## config.mk

```make
export PLATFORM = sky130hd
export DESIGN_NAME = short_name_hash_mangler_unit_flat
export DESIGN_NICKNAME = d
export VERILOG_FILES = /design/src/smhm_pkg.sv /design/src/smhm_channels.sv /design/src/smhm_front.sv /design/src/smhm_queue.sv /design/src/smhm_back.sv /design/src/short_name_hash_mangler_unit.sv /design/src/flat_wrapper.sv
export SDC_FILE = /design/constraint.sdc
export NUM_CORES = 1
export LEC_CHECK = 0
export BUFFER_PORTS_ARGS = -buffer_cell sky130_fd_sc_hd__buf_2
export CELL_PAD_IN_SITES_DETAIL_PLACEMENT = 0
export CELL_PAD_IN_SITES_GLOBAL_PLACEMENT = 2
export CORE_MARGIN = 5
export CORE_UTILIZATION = 40
export CTS_CLUSTER_SIZE = 25
export DETAILED_ROUTE_END_ITERATION = 8
export PLACE_DENSITY_LB_ADDON = 0.1
export SETUP_SLACK_MARGIN = 0.05
export SYNTH_ARGS = -nofsm -noshare
export SYNTH_HDL_FRONTEND = slang
export SYNTH_SLANG_ARGS = --single-unit
```

## constraint.sdc

```tcl
create_clock -name clock -period 9.63 [get_ports clock]
set_clock_uncertainty 0.2 [all_clocks]
set_input_delay 0.4815 -clock clock [delete_from_list [all_inputs] [get_ports clock]]
set_output_delay 0.4815 -clock clock [all_outputs]
set_load 0.05 [all_outputs]
```

## src/smhm_pkg.sv

```systemverilog
// Shared types and constants for the short-name hash mangler.
package smhm_pkg;

   localparam int SMHM_QUEUE_DEPTH = 2;

   localparam logic [15:0] HASH_SEED       = 16'hBEEF;
   localparam logic [7:0]  CHAR_TILDE      = 8'h7E;
   localparam logic [7:0]  CHAR_DOT        = 8'h2E;
   localparam logic [7:0]  CHAR_UNDERSCORE = 8'h5F;
   localparam logic [7:0]  CHAR_UPPER_A    = 8'h41;
   localparam logic [7:0]  CHAR_UPPER_Z    = 8'h5A;
   localparam logic [7:0]  CHAR_LOWER_A    = 8'h61;
   localparam logic [7:0]  CHAR_LOWER_Z    = 8'h7A;
   localparam logic [7:0]  CHAR_ZERO       = 8'h30;
   localparam logic [7:0]  CASE_OFFSET     = 8'h20;
   localparam logic [4:0]  LETTER_COUNT    = 5'd26;
   localparam logic [4:0]  SYMBOL_MASK     = 5'h1F;

   typedef struct packed {
      logic [3:0][7:0] prefix;
      logic [2:0]      prefix_len;
      logic [15:0]     hash;
      logic            has_ext;
      logic [1:0]      ext_count;
      logic [2:0][7:0] ext;
   } name_record_type;

endpackage

```

## src/smhm_channels.sv

```systemverilog
// Valid/ready channel interfaces for filename bytes and short-name characters.
interface smhm_req_if;
   logic       valid;
   logic       ready;
   logic [7:0] name_byte;
   logic       name_end;

   modport source (output valid, output name_byte, output name_end, input ready);
   modport sink   (input valid, input name_byte, input name_end, output ready);
endinterface

interface smhm_rsp_if;
   logic        valid;
   logic        ready;
   logic [7:0]  out_char;
   logic [15:0] hash_value;
   logic        out_last;

   modport source (output valid, output out_char, output hash_value, output out_last,
                   input ready);
   modport sink   (input valid, input out_char, input hash_value, input out_last,
                   output ready);
endinterface

```

## src/smhm_front.sv

```systemverilog
// Front end: hashes filename bytes and captures prefix and extension per name.
module smhm_front (
   input  logic                      clock,
   input  logic                      reset,
   input  logic                      in_valid,
   output logic                      in_ready,
   input  logic [7:0]                name_byte,
   input  logic                      name_end,
   input  logic                      queue_full,
   output logic                      push,
   output smhm_pkg::name_record_type push_record
);
   import smhm_pkg::*;

   function automatic logic [15:0] hash_low(input logic [7:0] b);
      logic [15:0] r;
      if (b[7]) begin
         r = {8'hFF, b};
      end else if (b >= CHAR_UPPER_A && b <= CHAR_UPPER_Z) begin
         r = {8'h00, b + CASE_OFFSET};
      end else begin
         r = {8'h00, b};
      end
      return r;
   endfunction

   function automatic logic [15:0] hash_mix(input logic [15:0] h);
      return {h[12:0], 3'b000} ^ {5'b00000, h[15:5]};
   endfunction

   function automatic logic [7:0] map_char(input logic [7:0] b);
      logic [7:0] r;
      if (b[7] || b == 8'h00) begin
         r = CHAR_UNDERSCORE;
      end else begin
         case (b) inside
            "*", "?", "<", ">", "|", 8'h22, "+", "=", ",", ";", "[", "]", " ", "~", ".":
               r = CHAR_UNDERSCORE;
            default:
               r = (b >= CHAR_LOWER_A && b <= CHAR_LOWER_Z) ? b - CASE_OFFSET : b;
         endcase
      end
      return r;
   endfunction

   logic [15:0]     hash_ff, hash_in;
   logic [7:0]      prev_ff, prev_in;
   logic [2:0]      pos_ff, pos_in;
   logic [3:0][7:0] prefix_ff, prefix_in;
   logic [2:0]      pcount_ff, pcount_in;
   logic [2:0][7:0] ext_ff, ext_in;
   logic [1:0]      ecount_ff, ecount_in;
   logic            confirmed_ff, confirmed_in;
   logic            pending_ff, pending_in;
   logic [2:0]      dotpos_ff, dotpos_in;

   logic            accept;
   logic [15:0]     byte_low;
   logic [15:0]     step_hash;
   logic [15:0]     final_hash;
   logic [7:0]      mapped;
   logic [2:0]      plen;

   assign in_ready = !queue_full;
   assign accept   = in_valid && in_ready;
   assign push     = accept && name_end;
   assign mapped   = map_char(name_byte);

   always_comb begin
      byte_low  = hash_low(name_byte);
      step_hash = hash_ff;
      if (pos_ff != 3'd0) begin
         step_hash = hash_mix(hash_ff) ^ hash_low(prev_ff) ^ {byte_low[7:0], 8'h00};
      end
      final_hash = hash_mix(step_hash) ^ byte_low;

      prefix_in = prefix_ff;
      pcount_in = pcount_ff;
      if (pos_ff < 3'd4) begin
         prefix_in[pos_ff[1:0]] = mapped;
         pcount_in = pos_ff + 3'd1;
      end

      confirmed_in = confirmed_ff;
      pending_in   = pending_ff;
      ecount_in    = ecount_ff;
      ext_in       = ext_ff;
      dotpos_in    = dotpos_ff;
      if (pending_ff) begin
         confirmed_in = 1'b1;
         pending_in   = 1'b0;
         ecount_in    = 2'd0;
      end
      if (confirmed_in && ecount_in < 2'd3) begin
         ext_in[ecount_in] = mapped;
         ecount_in = ecount_in + 2'd1;
      end
      if (name_byte == CHAR_DOT && pos_ff >= 3'd1 && !name_end) begin
         pending_in = 1'b1;
         dotpos_in  = (pos_ff > 3'd4) ? 3'd4 : pos_ff;
      end

      plen = pcount_in;
      if (confirmed_in && dotpos_in < plen) begin
         plen = dotpos_in;
      end

      push_record.prefix     = prefix_in;
      push_record.prefix_len = plen;
      push_record.hash       = final_hash;
      push_record.has_ext    = confirmed_in;
      push_record.ext_count  = ecount_in;
      push_record.ext        = ext_in;

      prev_in = name_byte;
      hash_in = step_hash;
      pos_in  = (pos_ff < 3'd5) ? pos_ff + 3'd1 : pos_ff;
   end

   always_ff @(posedge clock) begin
      if (accept) begin
         prefix_ff <= prefix_in;
         ext_ff    <= ext_in;
      end
      if (reset || push) begin
         hash_ff      <= HASH_SEED;
         prev_ff      <= 8'h00;
         pos_ff       <= 3'd0;
         pcount_ff    <= 3'd0;
         ecount_ff    <= 2'd0;
         confirmed_ff <= 1'b0;
         pending_ff   <= 1'b0;
         dotpos_ff    <= 3'd0;
      end else if (accept) begin
         hash_ff      <= hash_in;
         prev_ff      <= prev_in;
         pos_ff       <= pos_in;
         pcount_ff    <= pcount_in;
         ecount_ff    <= ecount_in;
         confirmed_ff <= confirmed_in;
         pending_ff   <= pending_in;
         dotpos_ff    <= dotpos_in;
      end
   end

endmodule

```

## src/smhm_queue.sv

```systemverilog
// Short register queue of finished name records between front and back.
module smhm_queue #(
   parameter int DEPTH = smhm_pkg::SMHM_QUEUE_DEPTH
) (
   input  logic                      clock,
   input  logic                      reset,
   input  logic                      push,
   input  smhm_pkg::name_record_type push_record,
   output logic                      full,
   input  logic                      pop,
   output logic                      head_valid,
   output smhm_pkg::name_record_type head_record
);
   import smhm_pkg::*;

   localparam int PTR_W = (DEPTH > 1) ? $clog2(DEPTH) : 1;
   localparam int CNT_W = $clog2(DEPTH + 1);

   name_record_type  entry_ff [DEPTH];
   logic [PTR_W-1:0] wr_ptr_ff, wr_ptr_in;
   logic [PTR_W-1:0] rd_ptr_ff, rd_ptr_in;
   logic [CNT_W-1:0] count_ff, count_in;
   logic             do_push, do_pop;

   assign full        = count_ff == CNT_W'(DEPTH);
   assign head_valid  = count_ff != '0;
   assign head_record = entry_ff[rd_ptr_ff];
   assign do_push     = push && !full;
   assign do_pop      = pop && head_valid;

   always_comb begin
      wr_ptr_in = wr_ptr_ff;
      rd_ptr_in = rd_ptr_ff;
      count_in  = count_ff;
      if (do_push) begin
         wr_ptr_in = (wr_ptr_ff == PTR_W'(DEPTH - 1)) ? '0 : wr_ptr_ff + 1'b1;
      end
      if (do_pop) begin
         rd_ptr_in = (rd_ptr_ff == PTR_W'(DEPTH - 1)) ? '0 : rd_ptr_ff + 1'b1;
      end
      if (do_push && !do_pop) begin
         count_in = count_ff + 1'b1;
      end else if (do_pop && !do_push) begin
         count_in = count_ff - 1'b1;
      end
   end

   always_ff @(posedge clock) begin
      if (do_push) begin
         entry_ff[wr_ptr_ff] <= push_record;
      end
      if (reset) begin
         wr_ptr_ff <= '0;
         rd_ptr_ff <= '0;
         count_ff  <= '0;
      end else begin
         wr_ptr_ff <= wr_ptr_in;
         rd_ptr_ff <= rd_ptr_in;
         count_ff  <= count_in;
      end
   end

endmodule

```

## src/smhm_back.sv

```systemverilog
// Back end: walks a name record and emits the 8.3 short name one character per beat.
module smhm_back (
   input  logic                      clock,
   input  logic                      reset,
   input  logic                      head_valid,
   input  smhm_pkg::name_record_type head_record,
   output logic                      pop,
   output logic                      out_valid,
   input  logic                      out_ready,
   output logic [7:0]                out_char,
   output logic [15:0]               hash_value,
   output logic                      out_last
);
   import smhm_pkg::*;

   function automatic logic [7:0] symbol(input logic [4:0] v);
      logic [7:0] r;
      if (v < LETTER_COUNT) begin
         r = CHAR_UPPER_A + {3'b000, v};
      end else begin
         r = CHAR_ZERO + {3'b000, v - LETTER_COUNT};
      end
      return r;
   endfunction

   logic [3:0]  idx_ff, idx_in;
   logic        valid_ff, valid_in;
   logic [7:0]  char_ff, char_in;
   logic [15:0] hash_ff;
   logic        last_ff, last_in;
   logic        advance;
   logic [3:0]  total;
   logic [3:0]  ext_idx;

   assign advance = head_valid && (!valid_ff || out_ready);
   assign total   = head_record.has_ext ? 4'd9 + {2'b00, head_record.ext_count} : 4'd8;
   assign ext_idx = idx_ff - 4'd9;
   assign last_in = idx_ff == total - 4'd1;
   assign pop     = advance && last_in;

   always_comb begin
      if (idx_ff < {1'b0, head_record.prefix_len}) begin
         char_in = head_record.prefix[idx_ff[1:0]];
      end else if (idx_ff < 4'd5) begin
         char_in = CHAR_TILDE;
      end else if (idx_ff == 4'd5) begin
         char_in = symbol(head_record.hash[14:10] & SYMBOL_MASK);
      end else if (idx_ff == 4'd6) begin
         char_in = symbol(head_record.hash[9:5] & SYMBOL_MASK);
      end else if (idx_ff == 4'd7) begin
         char_in = symbol(head_record.hash[4:0] & SYMBOL_MASK);
      end else if (idx_ff == 4'd8) begin
         char_in = CHAR_DOT;
      end else begin
         char_in = head_record.ext[ext_idx[1:0]];
      end

      idx_in   = idx_ff;
      valid_in = valid_ff;
      if (advance) begin
         idx_in   = last_in ? 4'd0 : idx_ff + 4'd1;
         valid_in = 1'b1;
      end else if (out_ready) begin
         valid_in = 1'b0;
      end
   end

   always_ff @(posedge clock) begin
      if (advance) begin
         char_ff <= char_in;
         hash_ff <= head_record.hash;
         last_ff <= last_in;
      end
      if (reset) begin
         idx_ff   <= 4'd0;
         valid_ff <= 1'b0;
      end else begin
         idx_ff   <= idx_in;
         valid_ff <= valid_in;
      end
   end

   assign out_valid  = valid_ff;
   assign out_char   = char_ff;
   assign hash_value = hash_ff;
   assign out_last   = last_ff;

endmodule

```

## src/short_name_hash_mangler_unit.sv

```systemverilog
// Top level of the short-name hash mangler: front end, record queue, back end.
//
//   channel    dir  payload                          beat
//   req_port   in   name_byte[8], name_end           one filename byte
//   rsp_port   out  out_char[8], hash_value[16],     one short-name character
//                   out_last
//
// The front end takes one filename byte per cycle; every byte waits while the
// record queue is full.
// The back end emits 8 to 12 characters per name, one per cycle while the output
// is ready, from the record at the queue head through a registered output stage.
// Reset is synchronous; there is no clearing pass.
// A stalled result holds the output register; the front keeps accepting bytes
// until the record queue fills.
module short_name_hash_mangler_unit #(
   parameter int QUEUE_DEPTH = smhm_pkg::SMHM_QUEUE_DEPTH
) (
   input  logic        clock,
   input  logic        reset,
   smhm_req_if.sink    req_port,
   smhm_rsp_if.source  rsp_port
);
   import smhm_pkg::*;

   logic            queue_full;
   logic            push;
   logic            pop;
   logic            head_valid;
   name_record_type push_record;
   name_record_type head_record;

   smhm_front u_front (
      .clock       (clock),
      .reset       (reset),
      .in_valid    (req_port.valid),
      .in_ready    (req_port.ready),
      .name_byte   (req_port.name_byte),
      .name_end    (req_port.name_end),
      .queue_full  (queue_full),
      .push        (push),
      .push_record (push_record)
   );

   smhm_queue #(
      .DEPTH (QUEUE_DEPTH)
   ) u_queue (
      .clock       (clock),
      .reset       (reset),
      .push        (push),
      .push_record (push_record),
      .full        (queue_full),
      .pop         (pop),
      .head_valid  (head_valid),
      .head_record (head_record)
   );

   smhm_back u_back (
      .clock       (clock),
      .reset       (reset),
      .head_valid  (head_valid),
      .head_record (head_record),
      .pop         (pop),
      .out_valid   (rsp_port.valid),
      .out_ready   (rsp_port.ready),
      .out_char    (rsp_port.out_char),
      .hash_value  (rsp_port.hash_value),
      .out_last    (rsp_port.out_last)
   );

endmodule
```

## src/flat_wrapper.sv

```systemverilog
// flat-port wrapper written by rule: the top's interface ports become plain ports
module short_name_hash_mangler_unit_flat import smhm_pkg::*;
#(
   parameter int QUEUE_DEPTH = smhm_pkg::SMHM_QUEUE_DEPTH
)
  (clock, reset, req_port_valid, req_port_name_byte, req_port_name_end, req_port_ready, rsp_port_valid, rsp_port_out_char, rsp_port_hash_value, rsp_port_out_last, rsp_port_ready);
  smhm_req_if req_port_i ();
  smhm_rsp_if rsp_port_i ();
  input  logic clock;
  input  logic reset;
  input wire logic [$bits(req_port_i.valid)-1:0] req_port_valid;
  input wire logic [$bits(req_port_i.name_byte)-1:0] req_port_name_byte;
  input wire logic [$bits(req_port_i.name_end)-1:0] req_port_name_end;
  output wire logic [$bits(req_port_i.ready)-1:0] req_port_ready;
  output wire logic [$bits(rsp_port_i.valid)-1:0] rsp_port_valid;
  output wire logic [$bits(rsp_port_i.out_char)-1:0] rsp_port_out_char;
  output wire logic [$bits(rsp_port_i.hash_value)-1:0] rsp_port_hash_value;
  output wire logic [$bits(rsp_port_i.out_last)-1:0] rsp_port_out_last;
  input wire logic [$bits(rsp_port_i.ready)-1:0] rsp_port_ready;
  assign req_port_i.valid = req_port_valid;
  assign req_port_i.name_byte = req_port_name_byte;
  assign req_port_i.name_end = req_port_name_end;
  assign req_port_ready = req_port_i.ready;
  assign rsp_port_valid = rsp_port_i.valid;
  assign rsp_port_out_char = rsp_port_i.out_char;
  assign rsp_port_hash_value = rsp_port_i.hash_value;
  assign rsp_port_out_last = rsp_port_i.out_last;
  assign rsp_port_i.ready = rsp_port_ready;
  short_name_hash_mangler_unit #(.QUEUE_DEPTH(QUEUE_DEPTH)) u_core (.clock(clock), .reset(reset), .req_port(req_port_i), .rsp_port(rsp_port_i));
endmodule
```

==> run metrics, run 1 <==
Slew HR=23.7%; Max Clock Freq=261 MHz; pin count of the biggest net entering global routing=78; Initial Util=40.7%; Clock power frac=39.0%; Comb power frac=13.8%; number of buffers created by CTS=31; Top cell by count, worst path=nor3_1; share of layout cells above drive strength 1=13.6%; commonest non-fill, non-tap cell in the layout=edfxtp_1; CP max stage delay=680 ps; core area=31,700 um2; Synth Warn #=0; Hold Vio Cnt, Final=0; worst slack, placed=5850 ps; DR WL/cell=21.1 um; All-Layer GR Usage=17.2%; Via Count=7,823; Post-synth ARST share=0%; H-tree Lvls=1; Post-Synthesis Cells=1,015; RSZ-0062 raised after global routing=no; VDD IR max=0.133 mV; GRT Residual Overflow=0; CTS Buffer Depth=3; startpoint class of the critical path=flop; Seq/Total Area, Yosys=62.5%; post_cts resized=0; initial antenna violation count=1; post-synth net total=1,059; first-pass GRT wire length=47.8 mm; Nets=1,090; CTS tree=yes; Switching Fraction=25.6%; Placed Cells=1,415; Leak=5.14 nW; DRT iter0 DRCs=626; Slowest-stage cell, CP=buf_4; Int Pwr=2.34 mW; clock latency on the worst-skew pair=550 ps; crit path buf inv count=1; CTS sink cnt=284; Final Setup Violations=0; Post-synth EDFFs=237; DP Wirelength=20.6 mm; Antenna Cells=0; CTS root buffer=clkbuf_16; setup_tns=0 ps; Reg clk slew, reported paths=60 ps; ys flop type=edfxtp_1; DRT antenna net count=0; Synth Register Bits=284; Chip Width=190 um; most frequent cells in the layout=edfxtp_1, nand2_1, nor2_1; hold_buf cts=0; Util after Layout=45.8%; Final Power=3.15 mW; final wirelength=31.1 mm; port buffer count=39; distinct cell type count after synthesis=60; Final min period=3840 ps; Sequential Power Share=47.2%; flop-to-flop setup slack=5790 ps; # rows=65; Final Non-Filler Cells=1,472; Critical Path AT=3900 ps; crit-path cells=buf_4 -> mux2i_1 -> ha_1 -> a21oi_1 -> nor3_1 -> nor2_1 -> a211oi_1 -> nor3_1 -> a22oi_1; max-cap viol count=0; run status=complete, no violations; syn avg cell area=12.7 um2; Synth Cell Area=12,900 um2; P_sw=804 uW; crit path kind=reg -> reg; Via density=5.31; worst hold-check path type=in -> reg; Fillers=2,904; setup ws final=5790 ps; Max Fanout on Critical Path=48; crit path capture type=flop; Pwr per Cell Area=217 nW/um2; CP top delay family=simple AND/OR/NAND/NOR gates; Required @ worst endpoint=9690 ps; DR DRC count=0; Area Overhead vs Synth=12.6%; drt pass-1 iters=5; worst-margin pin slew=1150 ps; Post-CTS Setup Repair Bufs=0; I/O pin count=40; fin crit share=39.8%; vias in the first global route=7,714; Slew Viols, Final=0; routability congestion estimate from global placement=0.799; die area=35,900 um2; Die Y-Extent=190 um
-- final timing paths --
kind,startpoint,to,cells past startpoint
max,flop,u_core.u_back.out_char[3],9
min reg2reg,u_core.u_front.ecount_ff[1],u_core.u_front.ecount_ff[1],2
max reg2reg,flop,u_core.u_back.out_char[3],9
min,rsp_port_ready,u_core.u_back.out_valid,3
-- stage by stage --
step / hold WS [ps] / cell area, um2
2_1_floorplan: 237 / 12900
3_3_place_gp: 249 / 13500
3_5_place_dp: 255 / 13500
4_1_cts: 6.29 / 14500
5_1_grt: 32.4 / 14500
6_report: 39.0 / 14500
-- cells by family after synthesis --
kind of cell,count (synthesis),synth area share (%)
flip-flops,284,62.5
XOR/XNOR,74,5.13
buffers and inverters,81,2.62
AO/OA/AOI/OAI,210,10.2
adder cells (fa/ha/maj),31,3.01
multiplexers,69,7.82
AND/OR/NAND/NOR,266,8.76
-- per-layer routing --
| layer | vias up | global-route usage, % | wire length, um |
|---|---|---|---|
| met1 | 3839 | 25.5 | 15000 |
| met5 | - | 0 | 0 |
| met2 | 147 | 27.4 | 14300 |
| met3 | 39 | 2.20 | 1150 |
| met4 | 0 | 3.76 | 632 |
| li1 | 3798 | - | - |
-- cell usage after synthesis, types with 4 or more instances --
library cell | instances | share of area (%)
nor3_1 | 12 | 0.47
inv_1 | 28 | 0.81
dfxtp_1 | 47 | 7.3
nand2b_1 | 14 | 0.68
o211ai_1 | 11 | 0.64
o21ai_1 | 8 | 0.31
xor2_1 | 21 | 1.4
mux2i_1 | 35 | 2.7
edfxtp_1 | 237 | 55
buf_2 | 9 | 0.35
a21oi_1 | 55 | 2.1
nor2b_1 | 9 | 0.44
ha_1 | 31 | 3.0
o21a_1 | 4 | 0.23
nor2_1 | 73 | 2.1
o22ai_1 | 6 | 0.29
nand3_1 | 8 | 0.31
o21ai_0 | 69 | 2.7
xnor2_1 | 52 | 3.5
mux4_2 | 24 | 4.2
a21o_1 | 6 | 0.35
mux2_2 | 8 | 0.70
o31ai_1 | 8 | 0.47
clkbuf_1 | 35 | 1.0
a211oi_1 | 9 | 0.52
a32oi_1 | 9 | 0.61
nand2_1 | 136 | 4.0
-- area by class of cell --
cell class	count	area, um2	share of cell area [%]
clock buffer	40	850	5.85
clock inverter	17	213	1.46
inverter	30	114	0.784
multi-input combinational	650	4520	31.1
sequential	284	8060	55.5
tap	402	503	3.46
timing repair buffer	49	270	1.86
-- state kept, by name, indices dropped and copies added, names as in the netlist, 3 cells and up, named ones only --
signal,cells
u_core.u_queue.entry_ff,156
u_core.u_back.hash_value,16
u_core.u_front.dotpos_ff,3
u_core.u_back.out_char,8
u_core.u_front.prev_ff,8
u_core.u_front.prefix_ff,32
u_core.u_front.pos_ff,3
u_core.u_front.pcount_ff,3
u_core.u_front.ext_ff,24
u_core.u_back.idx_ff,4
u_core.u_front.hash_ff,16
-- power groups by stage --
stage	sequential, mW	clock [mW]	combinational (mW)
3_3_place_gp	1.51	0	0.437
4_1_cts	1.49	1.26	0.440
2_1_floorplan	1.55	0	0.271
5_1_grt	1.49	1.31	0.480
6_report	1.48	1.23	0.435
3_5_place_dp	1.51	0	0.438
-- worst min-delay path, cell delays in order --
cell	delay [ps]
buf_2	70
nand2b_1	110
a21oi_1	60
Power figures use the tool's default switching activity.
==> run 2: changes to the inputs <==
==> constraint.sdc (replaced) <==
create_clock -name clock -period 3.6 [get_ports clock]
set_clock_uncertainty 0.2 [all_clocks]
set_input_delay 0.18 -clock clock [delete_from_list [all_inputs] [get_ports clock]]
set_output_delay 0.18 -clock clock [all_outputs]
set_load 0.05 [all_outputs]
==> run 2 against run 1 <==
Net effect:
- global-route usage up 0.15 points
- utilization up 1.2 points
- die area stayed put
- highest routed layer unchanged
==> run metrics, run 2 (same netlist as run 1, synthesis figures left out) <==
worst-margin pin slew=876 ps; Via Count=7,910; WL met1=15.4 mm; drt pass-1 iters=5; Pwr per Cell Area=578 nW/um2; max-cap viol count=0; P_sw=2.27 mW; share of layout cells above drive strength 1=15.4%; All-Layer GR Usage=17.4%; Initial Util=40.7%; Area Overhead vs Synth=15.6%; DRT antenna net count=0; final wirelength=31.2 mm; VDD IR max=0.323 mV; largest register by flop count=u_core.u_queue.entry_ff; Required @ worst endpoint=3630 ps; initial antenna violation count=0; port buffer count=39; crit path kind=in -> reg; biggest regs=u_core.u_queue.entry_ff (156), u_core.u_front.prefix_ff (32), u_core.u_front.ext_ff (24); Critical Path AT=3130 ps; vias in the first global route=7,812; Comb power frac=13.9%; Antenna Cells=0; Sequential Power Share=46.0%; Chip Width=190 um; H-tree Lvls=2; RSZ-0062 raised after global routing=no; CTS root buffer=clkbuf_16; CTS sink cnt=284; Hold Vio Cnt, Final=0; die area=35,900 um2; met3 wire len=1.16 mm; Via density=5.24; Util after Layout=47.0%; most frequent cells in the layout=edfxtp_1, nand2_1, nor2_1; crit path capture type=flop; flop-to-flop setup slack=610 ps; worst slack, placed=558 ps; Slew HR=41.6%; number of buffers created by CTS=35; R2R depth=7; Nets=1,125; post_cts resized=0; R2R Path End=u_core.u_back.out_char[4]; WHS=263 ps; worst hold start=u_core.u_front.ecount_ff[1]; Final Setup Violations=0; routability congestion estimate from global placement=0.822; I/O pin count=40; CP Launch Point=req_port_name_byte[3]; Slew Viols, Final=0; DR DRC count=0; clock latency on the worst-skew pair=520 ps; Final Power=8.62 mW; pin count of the biggest net entering global routing=79; DRT iter0 DRCs=567; WL met2=14.2 mm; DR WL/cell=20.6 um; commonest non-fill, non-tap cell in the layout=edfxtp_1; worst-case hold path end point=u_core.u_front.ecount_ff[1]; first-pass GRT wire length=48.2 mm; # rows=65; setup ws final=494 ps; run status=complete, no violations; WHS Path Cells=2; Leak=5.35 nW; Reg clk slew, reported paths=50 ps; top layer in use=met4; core area=31,700 um2; Max Fanout on Critical Path=15; CTS Buffer Depth=3; Clock power frac=40.0%; Int Pwr=6.35 mW; Max Clock Freq=322 MHz; GRT Residual Overflow=0; CTS tree=yes; startpoint class of the critical path=input pin; worst hold-check path type=reg -> reg; Switching Fraction=26.3%; DP Wirelength=20.7 mm; Die Y-Extent=190 um; setup_tns=0 ps; Final min period=3110 ps; Largest register FFs=156; fin crit share=86.3%
## run 2: cell types whose count changed in the layout (fill, tap and decap cells not counted), sizes merged
| cell | previous run | this run |
|---|---|---|
| bufinv | 5 | 3 |
| inv | 29 | 31 |
| dlygate4sd3 | 0 | 12 |
| clkinvlp | 3 | 0 |
| clkbuf | 40 | 42 |
| buf | 49 | 68 |
| clkinv | 10 | 18 |
## run 2: critical path, cell delays in order
cell	delay [ps]
dlygate4sd3_1	520
buf_2	300
nor4bb_1	400
o31ai_1	170
nor2_1	240
mux2i_1	280
inv_1	70
ha_1	290
a21o_1	150
a211o_1	360
mux2i_1	160
## run 2: repair_timing
action,in CTS,in global routing
buffers inserted,0,0
hold endpoints to repair,19,0
hold buffers,12,0
## run 2: worst max path at each step
stage                                      to  slack [ps]  cells past startpoint
2_1_floorplan        u_core.u_front.ext_ff[0]          80                      4
3_3_place_gp   u_core.u_queue.entry_ff[0][45]         570                     10
3_5_place_dp   u_core.u_queue.entry_ff[1][45]         560                     10
4_1_cts        u_core.u_queue.entry_ff[1][45]         550                     11
5_1_grt        u_core.u_queue.entry_ff[1][44]         380                     11
6_report       u_core.u_queue.entry_ff[1][45]         490                     11
## run 2: through the flow
step / cell area (um2) / cells
after floorplan: 12900 / 1015
after global placement: 13600 / 1434
after detailed placement: 13600 / 1434
after CTS: 14900 / 1510
after global routing: 14900 / 1510
final: 14900 / 1510
## run 2: cell type report
type,instances,area [um2]
fillers,2912,16800
flip-flops and latches,284,8060
multi-input cells,650,4520
clock buffers,42,922
repair buffers,80,571
well taps,402,503
clock inverters,22,225
inverters,30,114
## run 2: layer usage
layer / GRT usage [%] / up-vias
li1: - / 3876
met1: 25.7 / 3859
met2: 27.6 / 138
met3: 2.48 / 37
met4: 3.51 / 0
met5: 0 / -
## run 2: power by group through the flow
stage / Clock (mW) / Combinational (mW) / Sequential [mW]
global placement: 0 / 1.20 / 4.03
global route: 3.69 / 1.32 / 3.99
finish: 3.45 / 1.20 / 3.97
CTS: 3.55 / 1.22 / 3.97
floorplan: 0 / 0.727 / 4.13
detailed placement: 0 / 1.20 / 4.04
==> run 3: changes to the inputs <==
--- a/config.mk
+++ b/config.mk
@@ -16,4 +16,5 @@
 export SETUP_SLACK_MARGIN = 0.05
 export SYNTH_ARGS = -nofsm -noshare
 export SYNTH_HDL_FRONTEND = slang
+export SYNTH_HIERARCHICAL = 1
 export SYNTH_SLANG_ARGS = --single-unit
==> run 3 against run 2 <==
Net effect:
- synthesized area increased by 3.8%
- clock power increased by 3%
- register-to-register slack got worse by 330 ps
- synthesized cell count increased by 3.0%
- highest routed layer unchanged
- utilization decreased by 0.64 points
- die area increased by 3.6%
- critical path type is now reg -> reg
- non-clock buffer count increased by 3
- first-iteration DRC count decreased by 37%
- global-route usage decreased by 0.73 points
- combinational power increased by 17%
- maximum frequency decreased by 6.3%
==> run metrics, run 3 <==
DR WL/cell=19.4 um; DRT antenna net count=0; Synth Cell Area=13,400 um2; ys flop type=edfxtp_1; worst-case hold path end point=u_core/u_front/prev_ff[3]; Reg clk slew, reported paths=60 ps; Antenna Cells=0; Post-synth ARST share=0%; Area contributors post-synth=edfxtp_1, dfxtp_1, mux2_2, xnor2_1, nand2_1; final wirelength=30.6 mm; Pwr per Cell Area=579 nW/um2; setup_tns=0 ps; clock latency on the worst-skew pair=570 ps; Final Setup Violations=0; initial antenna violation count=1; I/O pin count=40; core area=33,300 um2; CP top delay family=simple AND/OR/NAND/NOR gates; worst hold start=req_port_valid; biggest regs=u_core/u_queue/entry_ff (156), u_core/u_front/prefix_ff (32), u_core/u_front/ext_ff (24); CTS sink cnt=284; VDD IR max=0.463 mV; number of buffers created by CTS=31; flop-to-flop setup slack=280 ps; R2R Path End=u_core/u_queue/entry_ff[0][43]; die area=37,200 um2; Slew HR=44.3%; H-tree Lvls=1; worst hold-check path type=in -> reg; DP Wirelength=20.2 mm; most common cell in the netlist=edfxtp_1; fin crit share=92.1%; Design Area, Final=15,400 um2; DR DRC count=0; WHS=36.8 ps; run status=complete, no violations; Sequential Power Share=44.7%; DP Area=14,200 um2; CTS root buffer=clkbuf_16; Comb power frac=15.7%; DRT iter0 DRCs=355; most frequent cells after synthesis=edfxtp_1, nand2_1, mux2_2; Slew Viols, Final=0; Int Pwr=6.65 mW; area leader, netlist=edfxtp_1; CTS Buffer Depth=3; Leak=5.54 nW; Final Power=8.93 mW; Top cell by count, worst path=ha_1; Max Clock Freq=302 MHz; Required @ worst endpoint=3710 ps; Largest register FFs=156; distinct cell type count after synthesis=85; Synth Warn #=6; drt pass-1 iters=4; post-synth net total=1,089; worst-margin pin slew=836 ps; crit path kind=reg -> reg; Post-Synthesis Cells=1,045; Nets=1,153; routability congestion estimate from global placement=0.754; vias in the first global route=7,873; most frequent cells in the layout=edfxtp_1, nand2_1, mux2_2; Via Count=7,997; Critical Path AT=3430 ps; startpoint class of the critical path=flop; syn avg cell area=12.8 um2; Hold Vio Cnt, Final=0; pin count of the biggest net entering global routing=52; WHS Path Cells=5; Synth Register Bits=284; max-cap viol count=0; P_sw=2.28 mW; commonest non-fill, non-tap cell in the layout=edfxtp_1; Max Fanout on Critical Path=7; GRT Residual Overflow=0; Clock power frac=39.6%; Util after Layout=46.4%; Yosys top cell area share=53.2%; Seq/Total Area, Yosys=60.2%; RSZ-0062 raised after global routing=no; Area Overhead vs Synth=15.3%; crit path buf inv count=1; All-Layer GR Usage=16.6%; crit-path cells=inv_1 -> ha_1 -> or4_1 -> and4_1 -> mux2_2 -> ha_1 -> a21o_1 -> a211o_2 -> mux2_4; Post-synth EDFFs=237; Chip Width=193 um; CTS tree=yes; Slowest-stage cell, CP=dfxtp_1; Die Y-Extent=193 um; CP max stage delay=440 ps; # rows=67; Final min period=3320 ps; Post-CTS Setup Repair Bufs=0; Via density=5.05; share of layout cells above drive strength 1=21.3%; first-pass GRT wire length=47.4 mm; startpoint of the worst-slack reg-to-reg timing path=u_core/u_front/pos_ff[1]; largest register by flop count=u_core/u_queue/entry_ff; Switching Fraction=25.6%; R2R depth=9; crit path capture type=flop; Initial Util=40.2%; port buffer count=39
==> run 3: changes by cell type after synthesis, moves of 7 or more <==
| cell | delta |
|---|---|
| o21ai_0 | -15 |
| mux2_4 | +21 |
| o21ai_1 | +24 |
| a21oi_1 | -11 |
| mux2_2 | +57 |
| a32oi_1 | -7 |
| clkbuf_1 | -10 |
| o31ai_1 | -7 |
| nor2_1 | -13 |
| mux4_2 | -16 |
| mux2i_1 | -23 |
| nand2_1 | -14 |
==> run 3: how the worst max path moves through the flow <==
stage / from / to / slack (ps) / cells past startpoint
5_1_grt: u_core/u_front/pos_ff[1] / u_core/u_queue/entry_ff[1][43] / 150 / 9
4_1_cts: u_core/u_front/pos_ff[1] / u_core/u_queue/entry_ff[0][43] / 280 / 9
2_1_floorplan: u_core/u_queue/count_ff[1] / u_core/u_queue/entry_ff[0][0] / 250 / 8
3_5_place_dp: u_core/u_front/pos_ff[1] / u_core/u_queue/entry_ff[1][43] / 290 / 9
3_3_place_gp: u_core/u_front/pos_ff[1] / u_core/u_queue/entry_ff[0][43] / 330 / 9
6_report: u_core/u_front/pos_ff[1] / u_core/u_queue/entry_ff[0][43] / 280 / 9
==> run 3: power by group through the flow <==
stage          clock [mW]  sequential [mW]  combinational [mW]
3_5_place_dp            0             4.06                1.41
6_report             3.54             3.99                1.40
3_3_place_gp            0             4.05                1.40
5_1_grt              3.78             4.01                1.54
4_1_cts              3.63             3.99                1.43
2_1_floorplan           0             4.19               0.852
==> run 3: repair_timing <==
action / 4_1_cts / 5_1_grt
resized for setup: 0 / 0
hold buffers: 11 / 0
hold endpoints to repair: 24 / 0
==> run 3: layout make-up <==
cell class / count / area (um2)
inverters: 29 / 114
repair buffers: 83 / 603
clock inverters: 22 / 353
multi-input cells: 680 / 4940
flip-flops and latches: 284 / 8060
fillers: 3035 / 17800
well taps: 448 / 561
clock buffers: 36 / 805
==> run 3: layer usage <==
layer	global-route usage, %	routed length (um)	vias up
li1	-	-	3985
met1	24.6	14900	3864
met2	26.6	14100	120
met3	2.18	1180	28
met4	3.43	440	0
met5	0	0	-
==> run 3: stage by stage <==
stage	setup WS, ps	instances
floorplan	252	1045
global placement	326	1513
detailed placement	295	1513
CTS	275	1582
global route	152	1582
finish	285	1582
==> run 3: logic make-up after synthesis <==
logic type | synth area share, %
flip-flops | 60.2
AND/OR/NAND/NOR | 9.24
AO/OA/AOI/OAI | 9.95
multiplexers | 10.1
buffers and inverters | 2.91
XOR/XNOR | 4.75
adder cells (fa/ha/maj) | 2.90
==> run 3: worst register-to-register path, delay by kind of cell, from the launching register on <==
| kind | cells | cell delay, ps |
|---|---|---|
| compound gates | 2 | 550 |
| fa+ha+maj | 2 | 480 |
| buf+inv | 1 | 110 |
| simple gates | 2 | 660 |
| mux | 2 | 620 |
| flops | 1 | 440 |
